[config.mk]
export PLATFORM = sky130hd
export DESIGN_NAME = hotkey_matcher_top_flat
export DESIGN_NICKNAME = d
export VERILOG_FILES = /design/src/rtl/hkm_pkg.sv /design/src/rtl/hkm_if.sv /design/src/rtl/hkm_ram.sv /design/src/rtl/hkm_cfg.sv /design/src/rtl/hkm_mods.sv /design/src/rtl/hkm_engine.sv /design/src/rtl/hotkey_matcher_top.sv /design/src/flat_wrapper.sv
export SDC_FILE = /design/constraint.sdc
export NUM_CORES = 1
export LEC_CHECK = 0
export BUFFER_PORTS_ARGS = -buffer_cell sky130_fd_sc_hd__buf_2
export CORE_ASPECT_RATIO = 0.6
export CORE_MARGIN = 2
export CORE_UTILIZATION = 60
export CTS_CLUSTER_DIAMETER = 40
export DETAILED_ROUTE_END_ITERATION = 8
export GPL_TIMING_DRIVEN = 0
export PLACE_DENSITY = 0.86
export SYNTH_ARGS = -nofsm -noshare
export SYNTH_HDL_FRONTEND = slang
export SYNTH_SLANG_ARGS = --single-unit
[constraint.sdc]
create_clock -name clk_i -period 3.9 [get_ports clk_i]
set_input_delay 0.585 -clock clk_i [delete_from_list [all_inputs] [get_ports clk_i]]
set_output_delay 0.585 -clock clk_i [all_outputs]
set_load 0.02 [all_outputs]
[src/rtl/hkm_pkg.sv]
package hkm_pkg;

  // table and device sizing
  localparam int TABLE_ENTRIES = 16;
  localparam int DEVICE_COUNT  = 8;
  localparam int RESULT_LIMIT  = 16;
  localparam int SCAN_MAX      = (TABLE_ENTRIES < RESULT_LIMIT) ? TABLE_ENTRIES : RESULT_LIMIT;
  localparam int TBL_AW        = (TABLE_ENTRIES > 1) ? $clog2(TABLE_ENTRIES) : 1;
  localparam int DEV_AW        = (DEVICE_COUNT > 1) ? $clog2(DEVICE_COUNT) : 1;
  localparam int SCAN_AW       = (SCAN_MAX > 1) ? $clog2(SCAN_MAX) : 1;
  localparam int CNT_W         = $clog2(SCAN_MAX + 1);

  // field widths
  localparam int CODE_W  = 11;
  localparam int KEY_W   = 10;
  localparam int MODE_W  = 4;
  localparam int DEVF_W  = 3;
  localparam int SLOT_W  = 4;
  localparam int DUR_W   = 16;
  localparam int ACT_W   = 5;
  localparam int KVAL_W  = 2;
  localparam int MOD_W   = 4;
  localparam int GMOD_W  = 2;
  localparam int PADDR_W = 4;
  localparam int PDATA_W = 32;

  // request codes
  localparam logic            ACT_LOAD     = 1'b0;
  localparam logic            ACT_EVENT    = 1'b1;
  localparam logic [KVAL_W-1:0] KVAL_RELEASE = 2'd0;
  localparam logic [KVAL_W-1:0] KVAL_PRESS   = 2'd1;

  // modifier key codes
  localparam logic [CODE_W-1:0] CODE_LCTRL = 11'd29;
  localparam logic [CODE_W-1:0] CODE_LALT  = 11'd56;
  localparam logic [CODE_W-1:0] CODE_RCTRL = 11'd97;
  localparam logic [CODE_W-1:0] CODE_RALT  = 11'd100;

  typedef enum logic [1:0] {
    REG_ACTIVE = 2'd0,
    REG_HOLD   = 2'd1,
    REG_LONG   = 2'd2
  } reg_e;

  typedef enum logic [1:0] {
    OUT_FIRE   = 2'd0,
    OUT_ARMED  = 2'd1,
    OUT_CANCEL = 2'd2
  } outcome_e;

  typedef enum logic [1:0] {
    ST_IDLE,
    ST_SCAN,
    ST_FLUSH
  } state_e;

  typedef struct packed {
    logic [CODE_W-1:0] code;
    logic [MODE_W-1:0] mode;
    logic              armed;
    logic [DEVF_W-1:0] dev;
  } entry_t;

  typedef struct packed {
    logic [ACT_W-1:0] active;
    logic [DUR_W-1:0] hold;
    logic [DUR_W-1:0] long_hold;
  } cfg_t;

  typedef struct packed {
    logic              en;
    logic              set;
    logic [DEV_AW-1:0] dev;
    logic [MOD_W-1:0]  bits;
  } mod_upd_t;

  typedef struct packed {
    logic [SLOT_W-1:0] slot;
    outcome_e          outcome;
    logic [DUR_W-1:0]  dur;
    logic              last;
  } result_t;

  // per-device modifier bit for a code: lctrl, lalt, rctrl, ralt
  function automatic logic [MOD_W-1:0] mod_bit(input logic [CODE_W-1:0] code);
    logic [MOD_W-1:0] b;
    case (code)
      CODE_LCTRL: b = 4'b0001;
      CODE_LALT:  b = 4'b0010;
      CODE_RCTRL: b = 4'b0100;
      CODE_RALT:  b = 4'b1000;
      default:    b = 4'b0000;
    endcase
    return b;
  endfunction

endpackage

[src/rtl/hkm_if.sv]
interface hkm_req_if;
  logic                          valid;
  logic                          ready;
  logic                          action;
  logic [hkm_pkg::DEVF_W-1:0]    device_index;
  logic                          event_kind;
  logic [hkm_pkg::KEY_W-1:0]     key_code;
  logic [hkm_pkg::KVAL_W-1:0]    key_value;
  logic [hkm_pkg::SLOT_W-1:0]    entry_index;
  logic [hkm_pkg::CODE_W-1:0]    entry_code;
  logic [hkm_pkg::MODE_W-1:0]    entry_mode;

  modport source (
    output valid, action, device_index, event_kind, key_code, key_value,
           entry_index, entry_code, entry_mode,
    input  ready
  );
  modport sink (
    input  valid, action, device_index, event_kind, key_code, key_value,
           entry_index, entry_code, entry_mode,
    output ready
  );
endinterface

interface hkm_res_if;
  logic                         valid;
  logic                         ready;
  logic [hkm_pkg::SLOT_W-1:0]   entry_hit;
  logic [1:0]                   outcome;
  logic [hkm_pkg::DUR_W-1:0]    hold_duration;
  logic                         last_of_run;

  modport source (
    output valid, entry_hit, outcome, hold_duration, last_of_run,
    input  ready
  );
  modport sink (
    input  valid, entry_hit, outcome, hold_duration, last_of_run,
    output ready
  );
endinterface

[src/rtl/hkm_ram.sv]
module hkm_ram #(
  parameter int Width = 8,
  parameter int Depth = 16,
  localparam int Aw = (Depth > 1) ? $clog2(Depth) : 1
) (
  input  logic             clk_i,
  input  logic             we_i,
  input  logic [Aw-1:0]    waddr_i,
  input  logic [Width-1:0] wdata_i,
  input  logic [Aw-1:0]    raddr_i,
  output logic [Width-1:0] rdata_o
);

  logic [Width-1:0] mem [Depth];

  always_ff @(posedge clk_i) begin
    if (we_i) begin
      mem[waddr_i] <= wdata_i;
    end
    rdata_o <= mem[raddr_i];
  end

endmodule

[src/rtl/hkm_cfg.sv]
module hkm_cfg (
  input  logic                          clk_i,
  input  logic                          rst_ni,
  input  logic                          psel,
  input  logic                          penable,
  input  logic                          pwrite,
  input  logic [hkm_pkg::PADDR_W-1:0]   paddr,
  input  logic [hkm_pkg::PDATA_W-1:0]   pwdata,
  output logic [hkm_pkg::PDATA_W-1:0]   prdata,
  output logic                          pready,
  output hkm_pkg::cfg_t                 cfg_o
);

  hkm_pkg::cfg_t  cfg_q, cfg_d;
  hkm_pkg::reg_e  reg_sel;
  logic           wr_en;

  assign pready  = 1'b1;
  assign reg_sel = hkm_pkg::reg_e'(paddr[3:2]);
  assign wr_en   = psel & penable & pwrite & pready;

  always_comb begin
    cfg_d = cfg_q;
    if (wr_en) begin
      case (reg_sel)
        hkm_pkg::REG_ACTIVE: cfg_d.active    = pwdata[hkm_pkg::ACT_W-1:0];
        hkm_pkg::REG_HOLD:   cfg_d.hold      = pwdata[hkm_pkg::DUR_W-1:0];
        hkm_pkg::REG_LONG:   cfg_d.long_hold = pwdata[hkm_pkg::DUR_W-1:0];
        default:             cfg_d = cfg_q;
      endcase
    end
  end

  always_comb begin
    case (reg_sel)
      hkm_pkg::REG_ACTIVE: prdata = hkm_pkg::PDATA_W'(cfg_q.active);
      hkm_pkg::REG_HOLD:   prdata = hkm_pkg::PDATA_W'(cfg_q.hold);
      hkm_pkg::REG_LONG:   prdata = hkm_pkg::PDATA_W'(cfg_q.long_hold);
      default:             prdata = '0;
    endcase
  end

  always_ff @(posedge clk_i or negedge rst_ni) begin
    if (!rst_ni) begin
      cfg_q <= '0;
    end else begin
      cfg_q <= cfg_d;
    end
  end

  assign cfg_o = cfg_q;

endmodule

[src/rtl/hkm_mods.sv]
module hkm_mods (
  input  logic                        clk_i,
  input  logic                        rst_ni,
  input  hkm_pkg::mod_upd_t           upd_i,
  output logic [hkm_pkg::GMOD_W-1:0]  global_o
);

  logic [hkm_pkg::MOD_W-1:0] mods_q [hkm_pkg::DEVICE_COUNT];

  always_ff @(posedge clk_i or negedge rst_ni) begin
    if (!rst_ni) begin
      for (int d = 0; d < hkm_pkg::DEVICE_COUNT; d++) begin
        mods_q[d] <= '0;
      end
    end else if (upd_i.en) begin
      if (upd_i.set) begin
        mods_q[upd_i.dev] <= mods_q[upd_i.dev] | upd_i.bits;
      end else begin
        mods_q[upd_i.dev] <= mods_q[upd_i.dev] & ~upd_i.bits;
      end
    end
  end

  // global ctrl/alt: left keys of every device
  always_comb begin
    global_o = '0;
    for (int d = 0; d < hkm_pkg::DEVICE_COUNT; d++) begin
      global_o = global_o | mods_q[d][hkm_pkg::GMOD_W-1:0];
    end
  end

endmodule

[src/rtl/hkm_engine.sv]
module hkm_engine (
  input  logic                        clk_i,
  input  logic                        rst_ni,
  hkm_req_if.sink                     req,
  hkm_res_if.source                   res,
  input  hkm_pkg::cfg_t               cfg_i,
  input  logic [hkm_pkg::GMOD_W-1:0]  global_i,
  output hkm_pkg::mod_upd_t           mod_upd_o
);

  localparam int TBL_AW  = hkm_pkg::TBL_AW;
  localparam int SCAN_AW = hkm_pkg::SCAN_AW;
  localparam int CNT_W   = hkm_pkg::CNT_W;

  hkm_pkg::state_e                state_q, state_d;
  logic [SCAN_AW-1:0]             idx_q, idx_d;
  logic [CNT_W-1:0]               cnt_q, cnt_d;
  logic [hkm_pkg::CODE_W-1:0]     code_q, code_d;
  logic [hkm_pkg::DEVF_W-1:0]     dev_q, dev_d;
  logic                           press_q, press_d;
  logic [hkm_pkg::GMOD_W-1:0]     gm_q, gm_d;
  logic                           pend_v_q, pend_v_d;
  hkm_pkg::result_t               pend_q, pend_d;
  logic                           out_v_q, out_v_d;
  hkm_pkg::result_t               out_q, out_d;
  logic [hkm_pkg::TABLE_ENTRIES-1:0] hv_q, hv_d;

  logic                           we;
  logic [TBL_AW-1:0]              waddr;
  hkm_pkg::entry_t                wdata;
  logic [TBL_AW-1:0]              raddr;
  logic [$bits(hkm_pkg::entry_t)-1:0] rdata_raw;
  hkm_pkg::entry_t                rdata;

  logic                           accept;
  logic                           out_free;
  logic                           armed;
  logic                           code_eq;
  logic                           hit;
  logic                           last_idx;
  logic                           adv;
  logic                           ev_ok;
  logic [CNT_W-1:0]               scan_n;
  hkm_pkg::result_t               new_res;
  logic [hkm_pkg::MOD_W-1:0]      mbits;

  hkm_ram #(
    .Width ($bits(hkm_pkg::entry_t)),
    .Depth (hkm_pkg::TABLE_ENTRIES)
  ) u_table (
    .clk_i   (clk_i),
    .we_i    (we),
    .waddr_i (waddr),
    .wdata_i (wdata),
    .raddr_i (raddr),
    .rdata_o (rdata_raw)
  );

  assign rdata    = hkm_pkg::entry_t'(rdata_raw);
  assign accept   = req.valid & req.ready;
  assign out_free = !out_v_q || res.ready;

  // the armed flag reads as zero until the slot is loaded
  assign armed   = hv_q[TBL_AW'(idx_q)] & rdata.armed;
  assign code_eq = (rdata.code == code_q);
  assign hit     = press_q ? (code_eq && (rdata.mode[1:0] == gm_q))
                           : (armed && code_eq && (rdata.dev == dev_q));
  assign last_idx = ((CNT_W'(idx_q) + CNT_W'(1)) == cnt_q);
  assign adv      = !(hit && pend_v_q) || out_free;

  assign ev_ok = (req.action == hkm_pkg::ACT_EVENT)
              && (32'(req.device_index) < hkm_pkg::DEVICE_COUNT)
              && ((req.key_value == hkm_pkg::KVAL_PRESS)
                  || (req.key_value == hkm_pkg::KVAL_RELEASE));

  assign scan_n = (32'(cfg_i.active) > hkm_pkg::SCAN_MAX) ? CNT_W'(hkm_pkg::SCAN_MAX)
                                                          : CNT_W'(cfg_i.active);
  assign mbits  = hkm_pkg::mod_bit(code_q);

  always_comb begin
    new_res.slot = hkm_pkg::SLOT_W'(idx_q);
    new_res.last = 1'b0;
    new_res.dur  = '0;
    if (!press_q) begin
      new_res.outcome = hkm_pkg::OUT_CANCEL;
    end else if (rdata.mode[2]) begin
      new_res.outcome = hkm_pkg::OUT_ARMED;
      new_res.dur     = rdata.mode[3] ? cfg_i.long_hold : cfg_i.hold;
    end else begin
      new_res.outcome = hkm_pkg::OUT_FIRE;
    end
  end

  always_comb begin
    state_d   = state_q;
    idx_d     = idx_q;
    cnt_d     = cnt_q;
    code_d    = code_q;
    dev_d     = dev_q;
    press_d   = press_q;
    gm_d      = gm_q;
    pend_v_d  = pend_v_q;
    pend_d    = pend_q;
    out_v_d   = out_v_q && !res.ready;
    out_d     = out_q;
    hv_d      = hv_q;
    we        = 1'b0;
    waddr     = TBL_AW'(idx_q);
    wdata     = rdata;
    mod_upd_o = '0;
    req.ready = (state_q == hkm_pkg::ST_IDLE);

    case (state_q)
      hkm_pkg::ST_IDLE: begin
        idx_d = '0;
        if (accept) begin
          if (req.action == hkm_pkg::ACT_LOAD) begin
            if (32'(req.entry_index) < hkm_pkg::TABLE_ENTRIES) begin
              we          = 1'b1;
              waddr       = TBL_AW'(req.entry_index);
              wdata.code  = req.entry_code;
              wdata.mode  = req.entry_mode;
              wdata.armed = 1'b0;
              wdata.dev   = '0;
              hv_d[TBL_AW'(req.entry_index)] = 1'b1;
            end
          end else if (ev_ok) begin
            code_d  = {req.event_kind, req.key_code};
            dev_d   = req.device_index;
            press_d = (req.key_value == hkm_pkg::KVAL_PRESS);
            gm_d    = global_i;
            cnt_d   = scan_n;
            state_d = (scan_n == '0) ? hkm_pkg::ST_FLUSH : hkm_pkg::ST_SCAN;
          end
        end
      end
      hkm_pkg::ST_SCAN: begin
        if (adv) begin
          if (hit) begin
            if (pend_v_q) begin
              out_v_d = 1'b1;
              out_d   = pend_q;
            end
            pend_v_d = 1'b1;
            pend_d   = new_res;
            if (!press_q || rdata.mode[2]) begin
              we          = 1'b1;
              wdata.armed = press_q;
              wdata.dev   = press_q ? dev_q : '0;
            end
          end
          if (last_idx) begin
            state_d = hkm_pkg::ST_FLUSH;
          end else begin
            idx_d = idx_q + SCAN_AW'(1);
          end
        end
      end
      hkm_pkg::ST_FLUSH: begin
        if (!pend_v_q || out_free) begin
          if (pend_v_q) begin
            out_v_d    = 1'b1;
            out_d      = pend_q;
            out_d.last = 1'b1;
            pend_v_d   = 1'b0;
          end
          mod_upd_o.en   = (mbits != '0);
          mod_upd_o.set  = press_q;
          mod_upd_o.dev  = hkm_pkg::DEV_AW'(dev_q);
          mod_upd_o.bits = mbits;
          state_d        = hkm_pkg::ST_IDLE;
        end
      end
      default: state_d = hkm_pkg::ST_IDLE;
    endcase

    // a stalled slot is read again so its data stays in front of the compare
    raddr = TBL_AW'(idx_d);
  end

  always_ff @(posedge clk_i or negedge rst_ni) begin
    if (!rst_ni) begin
      state_q  <= hkm_pkg::ST_IDLE;
      pend_v_q <= 1'b0;
      out_v_q  <= 1'b0;
      hv_q     <= '0;
      idx_q    <= '0;
    end else begin
      state_q  <= state_d;
      pend_v_q <= pend_v_d;
      out_v_q  <= out_v_d;
      hv_q     <= hv_d;
      idx_q    <= idx_d;
    end
  end

  always_ff @(posedge clk_i) begin
    cnt_q   <= cnt_d;
    code_q  <= code_d;
    dev_q   <= dev_d;
    press_q <= press_d;
    gm_q    <= gm_d;
    pend_q  <= pend_d;
    out_q   <= out_d;
  end

  assign res.valid         = out_v_q;
  assign res.entry_hit     = out_q.slot;
  assign res.outcome       = out_q.outcome;
  assign res.hold_duration = out_q.dur;
  assign res.last_of_run   = out_q.last;

  a_idx_range: assert property (@(posedge clk_i) disable iff (!rst_ni)
    state_q == hkm_pkg::ST_SCAN |-> CNT_W'(idx_q) < cnt_q)
    else $error("scan index past active entries");

  a_idle_no_pend: assert property (@(posedge clk_i) disable iff (!rst_ni)
    state_q == hkm_pkg::ST_IDLE |-> !pend_v_q)
    else $error("pending result left behind after an event");

  a_mod_in_flush: assert property (@(posedge clk_i) disable iff (!rst_ni)
    mod_upd_o.en |-> state_q == hkm_pkg::ST_FLUSH)
    else $error("modifier update outside end of event");

  a_flush_exit: assert property (@(posedge clk_i) disable iff (!rst_ni)
    state_q == hkm_pkg::ST_FLUSH && !pend_v_q |=> state_q == hkm_pkg::ST_IDLE)
    else $error("event did not finish");

endmodule

[src/rtl/hotkey_matcher_top.sv]
// Hotkey matcher. A request either loads one table slot (action 0, no result)
// or carries a key or switch event (action 1). A press scans slots 0 to n-1, with
// n = min(active_entries, 16), and returns one result per slot whose code equals the event
// code and whose ctrl/alt mode bits equal the global modifiers as they stood before the
// press: fire now, or hold armed with hold_ticks or long_hold_ticks. A release returns one
// cancel per armed slot with the same code and device. Results come in slot order, the last
// one flagged by last_of_run; repeats, unknown values and out-of-range devices return
// nothing. Table slots live in a single-port-read, single-port-write memory that is read,
// checked and written back one slot per cycle while results are not stalled: an event is
// accepted, its n slots are scanned, the final result is handed over and the per-device
// ctrl/alt state updated, then the next request is taken. A slot must be loaded before a
// press can look at it. Configuration goes over the APB port at byte addresses 0, 4 and 8;
// the user must write it only while no event is in flight; the block does not enforce it.
module hotkey_matcher_top (
  input  logic                          clk_i,
  input  logic                          rst_ni,
  hkm_req_if.sink                       req_i,
  hkm_res_if.source                     res_o,
  input  logic                          psel,
  input  logic                          penable,
  input  logic                          pwrite,
  input  logic [hkm_pkg::PADDR_W-1:0]   paddr,
  input  logic [hkm_pkg::PDATA_W-1:0]   pwdata,
  output logic [hkm_pkg::PDATA_W-1:0]   prdata,
  output logic                          pready
);

  hkm_pkg::cfg_t                cfg;
  hkm_pkg::mod_upd_t            mod_upd;
  logic [hkm_pkg::GMOD_W-1:0]   global_mods;

  // configuration registers: active entries, short and long hold lengths
  hkm_cfg u_cfg (
    .clk_i   (clk_i),
    .rst_ni  (rst_ni),
    .psel    (psel),
    .penable (penable),
    .pwrite  (pwrite),
    .paddr   (paddr),
    .pwdata  (pwdata),
    .prdata  (prdata),
    .pready  (pready),
    .cfg_o   (cfg)
  );

  // per-device modifier bits, updated at the end of each modifier key event
  hkm_mods u_mods (
    .clk_i    (clk_i),
    .rst_ni   (rst_ni),
    .upd_i    (mod_upd),
    .global_o (global_mods)
  );

  // table memory, slot scan and result register
  hkm_engine u_engine (
    .clk_i     (clk_i),
    .rst_ni    (rst_ni),
    .req       (req_i),
    .res       (res_o),
    .cfg_i     (cfg),
    .global_i  (global_mods),
    .mod_upd_o (mod_upd)
  );

endmodule
[src/flat_wrapper.sv]
// flat-port wrapper written by rule: the top's interface ports become plain ports
module hotkey_matcher_top_flat 
  (clk_i, rst_ni, psel, penable, pwrite, paddr, pwdata, prdata, pready, req_i_valid, req_i_action, req_i_device_index, req_i_event_kind, req_i_key_code, req_i_key_value, req_i_entry_index, req_i_entry_code, req_i_entry_mode, req_i_ready, res_o_valid, res_o_entry_hit, res_o_outcome, res_o_hold_duration, res_o_last_of_run, res_o_ready);
  hkm_req_if req_i_i ();
  hkm_res_if res_o_i ();
  input  logic clk_i;
  input  logic rst_ni;
  input  logic psel;
  input  logic penable;
  input  logic pwrite;
  input  logic [hkm_pkg::PADDR_W-1:0] paddr;
  input  logic [hkm_pkg::PDATA_W-1:0] pwdata;
  output logic [hkm_pkg::PDATA_W-1:0] prdata;
  output logic pready;
  input wire logic [$bits(req_i_i.valid)-1:0] req_i_valid;
  input wire logic [$bits(req_i_i.action)-1:0] req_i_action;
  input wire logic [$bits(req_i_i.device_index)-1:0] req_i_device_index;
  input wire logic [$bits(req_i_i.event_kind)-1:0] req_i_event_kind;
  input wire logic [$bits(req_i_i.key_code)-1:0] req_i_key_code;
  input wire logic [$bits(req_i_i.key_value)-1:0] req_i_key_value;
  input wire logic [$bits(req_i_i.entry_index)-1:0] req_i_entry_index;
  input wire logic [$bits(req_i_i.entry_code)-1:0] req_i_entry_code;
  input wire logic [$bits(req_i_i.entry_mode)-1:0] req_i_entry_mode;
  output wire logic [$bits(req_i_i.ready)-1:0] req_i_ready;
  output wire logic [$bits(res_o_i.valid)-1:0] res_o_valid;
  output wire logic [$bits(res_o_i.entry_hit)-1:0] res_o_entry_hit;
  output wire logic [$bits(res_o_i.outcome)-1:0] res_o_outcome;
  output wire logic [$bits(res_o_i.hold_duration)-1:0] res_o_hold_duration;
  output wire logic [$bits(res_o_i.last_of_run)-1:0] res_o_last_of_run;
  input wire logic [$bits(res_o_i.ready)-1:0] res_o_ready;
  assign req_i_i.valid = req_i_valid;
  assign req_i_i.action = req_i_action;
  assign req_i_i.device_index = req_i_device_index;
  assign req_i_i.event_kind = req_i_event_kind;
  assign req_i_i.key_code = req_i_key_code;
  assign req_i_i.key_value = req_i_key_value;
  assign req_i_i.entry_index = req_i_entry_index;
  assign req_i_i.entry_code = req_i_entry_code;
  assign req_i_i.entry_mode = req_i_entry_mode;
  assign req_i_ready = req_i_i.ready;
  assign res_o_valid = res_o_i.valid;
  assign res_o_entry_hit = res_o_i.entry_hit;
  assign res_o_outcome = res_o_i.outcome;
  assign res_o_hold_duration = res_o_i.hold_duration;
  assign res_o_last_of_run = res_o_i.last_of_run;
  assign res_o_i.ready = res_o_ready;
  hotkey_matcher_top u_core (.clk_i(clk_i), .rst_ni(rst_ni), .req_i(req_i_i), .res_o(res_o_i), .psel(psel), .penable(penable), .pwrite(pwrite), .paddr(paddr), .pwdata(pwdata), .prdata(prdata), .pready(pready));
endmodule
### After elaboration in Yosys (flattened, before gate mapping)

Memories as Yosys holds them, arrays and structs flattened. A register that Yosys moved wholly into a read port is not among the register bits.
Cells that the tools add are included.

| cells by class | value |
|---|---|
| add/subtract/negate cells | 2 |
| magnitude comparators | 6 |
| eq/ne operators | 22 |
| muxes and demuxes | 65 |
| bitwise operators | 17 |
| reduce and logical (&&, ||, !) cells | 34 |

Operators with widths:

| operator | count |
|---|---|
| $mux 23 | 5 |
| $bwmux 32 | 2 |
| $pmux 16 s3 | 1 |
| $pmux 23 s2 | 1 |
| $mux 4 | 11 |
| $mux 19 | 2 |
| $mux 32 | 1 |
| $eq 11x7->1 const B | 2 |
| $mux 1 | 18 |
| $mux 9 | 2 |
| $mux 16 | 1 |
| $or 16x16->16 | 1 |
| $pmux 4 s2 | 2 |
| $pmux 4 s4 | 1 |
| $mux 15 | 1 |
| $mux 2 | 7 |
| $ne 2x2->1 const B | 7 |
| $or 2x2->2 | 7 |
| $bmux 4 s3 | 1 |
| $demux 4 s3 | 1 |
| $reduce_and 6->1 | 2 |
| $eq 11x11->1 | 1 |
| $eq 11x5->1 const B | 1 |
| $eq 11x6->1 const B | 1 |
| other kinds (35) | 67 |

| storage, ports and cells | value |
|---|---|
| flip-flop bits (word level) | 160 |
| bits in writable memories | 304 |
| bits of input ports | 79 |
| output and inout port bits | 58 |
| word-level logic and storage cells | 175 |
| memories kept | 1 |

Memories:

| memory | depth | width | rd ports | clocked after memory_dff | write ports | RTL line | text |
|---|---|---|---|---|---|---|---|
| u_core.u_engine.u_table.mem | 16 | 19 | 1 | 1 | 1 | hkm_ram.sv:14 | `logic [Width-1:0] mem [Depth];` |

### Depth between registers and ports, before layout

| depth | value |
|---|---|
| depth in word-level cells | 13 |
| depth in mapped cells | 13 |

### Hierarchy

Synthesis repeated with hierarchy kept, for this count alone.

| second synthesis, totals | value |
|---|---|
| cells, all modules | 1139 |
| area total of the unflattened synthesis | 19408.6 µm² |

By module, submodules not included:

| module | times used | cells each | area each (µm²) | sequential area each (µm²) |
|---|---|---|---|---|
| hkm_ram | 1 | 507 | 11845.1 | 9509.1 |
| hkm_engine | 1 | 399 | 4649.5 | 2612.5 |
| hkm_cfg | 1 | 132 | 1818.0 | 925.9 |
| hkm_mods | 1 | 101 | 1096.1 | 400.4 |

### Worst setup path before layout

No wires, ideal clock.

| timing | value |
|---|---|
| kind | reg-to-reg |
| start | register u_core.u_engine.dev_q[0] (netlist bit) |
| end | memory u_core.u_engine.u_table.mem[9][0] (netlist bit) (enable) |
| data arrival time | 2982 ps |
| required time | 3505 ps |
| setup slack | 524 ps |
| cell stages (with the launch flop) | 10 |
| path buffers | 0 |
| period minus slack after synthesis | 3376 ps |
| cell sequence | edfxtp_1 > xor2_1 > nor4_2 > nand4b_2 > a31o_2 > nor2_1 > nand2_1 > nor2_1 > a32oi_1 > nor2_1 |

| on the way | value |
|---|---|
| cells in the longest elaborated chain, start to end | 10 |

RTL lines:

| what | RTL line | text |
|---|---|---|
| from (decl) | hkm_engine.sv:19 | `logic [hkm_pkg::DEVF_W-1:0] dev_q, dev_d;` |
| from (signal assigned) | hkm_engine.sv:200 | `dev_q <= dev_d;` |
| $eq 3x3->1 * | hkm_engine.sv:67 | `: (armed && code_eq && (rdata.dev == dev_q));` |
| $logic_and 1x1->1 * | hkm_engine.sv:67 |  |
| $mux 1 * | hkm_engine.sv:66 | `assign hit = press_q ? (code_eq && (rdata.mode[1:0] == gm_q))` |
| $logic_and 1x1->1 | hkm_engine.sv:69 | `assign adv = !(hit && pend_v_q) \|\| out_free;` |
| $logic_not 1->1 | hkm_engine.sv:69 |  |
| $logic_or 1x1->1 | hkm_engine.sv:69 |  |
| $mux 1 * | hkm_engine.sv:138 | `if (adv) begin` |
| $pmux 1 s2 * | hkm_engine.sv:113 | `case (state_q)` |
| $mux 1 * | hkm_ram.sv:17 | `if (we_i) begin` |
| $mux 1 (not written as such) * | hkm_ram.sv:18 | `mem[waddr_i] <= wdata_i;` |
| to (decl) | hkm_ram.sv:14 |  |

Every way passes the cells marked *; elsewhere a longest branch is shown, timed or not.

### Final worst setup path

| timing | value |
|---|---|
| start | register u_core.u_engine.code_q[1] (netlist bit) |
| end | memory u_core.u_engine.u_table.mem[2][16] (netlist bit) (enable) |

| on the way | value |
|---|---|
| cells in the longest elaborated chain, start to end | 11 |

RTL lines:

| what | RTL line | text |
|---|---|---|
| from (decl) | hkm_engine.sv:18 | `logic [hkm_pkg::CODE_W-1:0] code_q, code_d;` |
| from (signal assigned) | hkm_engine.sv:199 | `code_q <= code_d;` |
| $eq 11x11->1 * | hkm_engine.sv:65 | `assign code_eq = (rdata.code == code_q);` |
| $logic_and 1x1->1 (2 in series) | hkm_engine.sv:67 |  |
| $mux 1 * | hkm_engine.sv:66 |  |
| $logic_and 1x1->1 | hkm_engine.sv:69 |  |
| $logic_not 1->1 | hkm_engine.sv:69 |  |
| $logic_or 1x1->1 | hkm_engine.sv:69 |  |
| $mux 1 * | hkm_engine.sv:138 |  |
| $pmux 1 s2 * | hkm_engine.sv:113 |  |
| $mux 1 * | hkm_ram.sv:17 |  |
| $mux 1 (not written as such) * | hkm_ram.sv:18 |  |

Marks and branches as above.

==> metrics <==
DP HPWL=32800 µm; Critical Path Source=u_core.u_engine.code_q[1]$_DFFE_PP_; initial antenna violation count=2; die area=0.0336 mm²; P_sw=0.00408 W; Final Non-Filler Cells=1846; HP Class=input pin to flop; Synth-to-Final Area Change=16.6%; post-synthesis xor/xnor area fraction=0.00999; Final setup viols=84; Cells after DPL=1754; Synth warnings=0; Skew-Pair Late Insertion Delay=570 ps; main combinational cell family by area after synthesis=multiplexers; Setup crit end kind=flop; Max Cap Viol=0; switch share=0.293; Cells after Synth=1204; Routed WL=49500 µm; uppermost layer routed=met5; vias in the first global route=11600; DIE WIDTH=235 µm; clock root buffer=clkbuf_16; worst hold slack=200 ps; gpl congestion=0.918; layout cells sized above 1=0.317; number of synthesized flops with an enable pin=371; P_leak=8.13 nW; DR iter-0 viols=1748; number of remaining DRC errors=0; H-tree Lvls=2; Register Area=0.0135 mm²; Multi-input gate area=0.00561 mm²; worst-path fanout max=11; Reg clk slew, reported paths=60 ps; worst reg2reg setup slack=-120 ps; IO buf count=99; post-synthesis adder-cell area fraction=0.00260; Overall Power=0.0139 W; Crit path required time=4170 ps; Total GRT Usage=0.291; Critical Path AT=4280 ps; met3 wire length=6630 µm; R2R depth=10; Synth Area in Compound Gates=0.0694; M1 WL=19400 µm; Die Ht=143 µm; fin. max-slew vios=0; first-pass GRT wire length=71700 µm; average vias per placed instance=6.42; Tcrit/Tclk final=1.03; run status=finished with violations; metal2 WL=21900 µm; largest net degree at the start of global routing=70; fraction of registers with async set/reset=0.165; power share of the combinational group=0.206; Layout Skew=24.2 ps; CTS sink cnt=467; CP Class=flop to flop; Worst Setup EP=u_core.u_engine.u_table.mem[2][16]$_DFFE_PP_; global route overflow=0; simple-gate area share of the yosys netlist=0.0631; routed via count=11900; Detailed Routing Iterations Pass 1=6; Critical Path Source Type=flop; WL per Instance=26.8 µm; Yosys top cell area share=0.578; R2R Path End=u_core.u_engine.u_table.mem[2][16]$_DFFE_PP_; Max rail drop VDD=0.369 mV; Place WS=-156 ps; Avg Cell Area, Syn=16.0 µm²; Core Region=0.0314 mm²; NumNets Final=1477; final worst setup slack=-118 ps; fin crit period=4020 ps; FF+latch count, synth=467; clock power share=0.322; Yosys top cell by area=edfxtp_1; multiplexer area fraction after synthesis=0.133; Synth Cell Area=0.0193 mm²; Slew headroom=0.0383; PwrDens=619 mW/mm²; CTS tree=done; Cell variety after synth=71; RSZ-0062 raised after global routing=yes; clk buf depth=3; Hold Fails Final Rpt=0; floorplan row count=50; starting density of the core=0.614; slew of the pin with the lowest slew margin=1440 ps; Fillers=1812; top-level I/O count=137; Primary FF master, synth=edfxtp_1; largest cells by area after synthesis=edfxtp_1, dfrtp_1, mux2_2; Final ANT Viol Nets=0; f_max=249 MHz; sequential fraction of the synthesis area=0.697; Internal=0.00985 W; reg-to-reg startpoint=u_core.u_engine.code_q[1]$_DFFE_PP_; CTS Buf Count=43; failing checks=negative setup slack; share of total power in sequential cells=0.472
## worst min path at each step
stage | cells after the start | to | startpoint
2_1_floorplan | 0 | u_core.u_cfg.cfg_o[0]$_DFFE_PN0P_ | rst_ni
3_3_place_gp | 0 | u_core.u_engine.res.hold_duration[3]$_DFFE_PP_ | u_core.u_engine.pend_q[4]$_SDFFCE_PN0P_
3_5_place_dp | 0 | u_core.u_engine.res.entry_hit[0]$_DFFE_PP_ | u_core.u_engine.pend_q[19]$_DFFE_PP_
4_1_cts | 1 | u_core.u_engine.dev_q[0]$_DFFE_PP_ | req_i_device_index[0]
5_1_grt | 1 | u_core.u_engine.code_q[3]$_DFFE_PP_ | req_i_key_code[3]
6_report | 1 | u_core.u_engine.code_q[1]$_DFFE_PP_ | req_i_key_code[1]
## cell type report
type	instances	area share
multi-input combinational	671	0.249
clock inverter	18	0.0123
timing repair buffer	130	0.0414
clock buffer	62	0.0546
sequential	467	0.598
buffer	69	0.0189
tap	416	0.0231
inverter	12	0.00211
antenna	1	0.000111
## power by group through the flow
stage	combinational, W	sequential, W	clock (W)
after global placement	0.00247	0.00662	0
after detailed placement	0.00265	0.00664	0
after CTS	0.00274	0.00655	0.00450
after floorplan	0.00174	0.00654	0
after global routing	0.00301	0.00659	0.00468
final	0.00287	0.00657	0.00448
## cells in the mapped netlist, types with 5 or more instances
cell / number
nor4_1: 16
mux2i_1: 105
o22ai_2: 11
a22o_1: 55
a21o_1: 7
clkbuf_1: 21
nand2b_1: 6
nor4_2: 11
buf_2: 17
o22ai_1: 28
nor2b_1: 18
a22oi_1: 6
xor2_1: 18
mux2_2: 130
edfxtp_1: 371
nand2_1: 75
a31oi_1: 5
dfxtp_1: 19
o21ai_0: 11
buf_4: 22
buf_6: 8
nor3_1: 9
and3_1: 6
o21bai_1: 8
nand3_1: 6
inv_1: 9
nor2_1: 53
dfrtp_1: 77
a21oi_1: 9
## sequential cells by signal (all words and copies together) (netlist names), 3 cells and up
register                           count
u_core.u_engine.code_q                11
u_core.u_engine.hv_q                  16
u_core.u_cfg.cfg_o                    37
u_core.u_engine.u_table.mem          304
u_core.u_engine.dev_q                  3
u_core.u_engine.pend_q                22
u_core.u_engine.u_table.rdata_o       19
u_core.u_engine.cnt_q                  5
u_core.u_engine.idx_q                  4
u_core.u_engine.res.entry_hit          4
u_core.u_mods.mods_q                  16
u_core.u_engine.res.hold_duration     16
## cell families (layout without fill, tap and decap cells)
family                     count (synthesis)  after routing
other                                      2             18
buffers and inverters                     81            291
xor gates and xnor gates                  22             22
and+or+nand+nor                          227            227
DFF                                      467            467
muxes                                    238            238
AOI/OAI and AO/OA                        163            163
adders and majority gates                  4              4
## routing by layer
| metal | up-vias | track usage |
|---|---|---|
| li1 | 4999 | - |
| met1 | 5959 | 0.413 |
| met2 | 761 | 0.435 |
| met3 | 129 | 0.0938 |
| met4 | 2 | 0.0885 |
| met5 | - | 0 |
## repair_timing
action                                  4_1_cts  5_1_grt
resized for setup                             8       18
pin swaps                                     2        3
hold endpoints to repair                      8        0
buffers inserted                              3        7
endpoints found under the setup margin       76      162
hold buffers                                  1        0
## cells in the final DEF (no fill, tap or decap), types with 13 or more instances in the layout
| cell type | instances |
|---|---|
| mux2i_1 | 105 |
| mux2_2 | 130 |
| conb_1 | 17 |
| nor4_1 | 14 |
| o22ai_1 | 22 |
| nand2_1 | 75 |
| edfxtp_1 | 371 |
| a22o_1 | 55 |
| xor2_1 | 18 |
| buf_4 | 33 |
| clkbuf_1 | 32 |
| nor2_1 | 37 |
| dfxtp_1 | 19 |
| clkbuf_16 | 44 |
| buf_8 | 13 |
| nor2b_1 | 17 |
| buf_2 | 115 |
| dfrtp_1 | 75 |
| o22ai_2 | 17 |
## critical path: stages, from the launching register on
cell and delay (ps):
edfxtp_1 460, xor2_1 190, nor4_1 460, nand3_2 310, a31o_2 320, nor2_1 200, nand2_1 160, nor2_1 380
a32oi_1 310, nor2_2 680, buf_8 240
## metrics by stage
step / cell area [µm²] / utilization / TNS, ps
floorplan: 19300 / - / 0
global placement: 20400 / 0.648 / -191310
detailed placement: 20700 / 0.660 / -1410
CTS: 22300 / 0.711 / 0
global route: 22500 / 0.716 / -12020
finish: 22500 / 0.716 / -5760
Power figures use the tool's default switching activity.
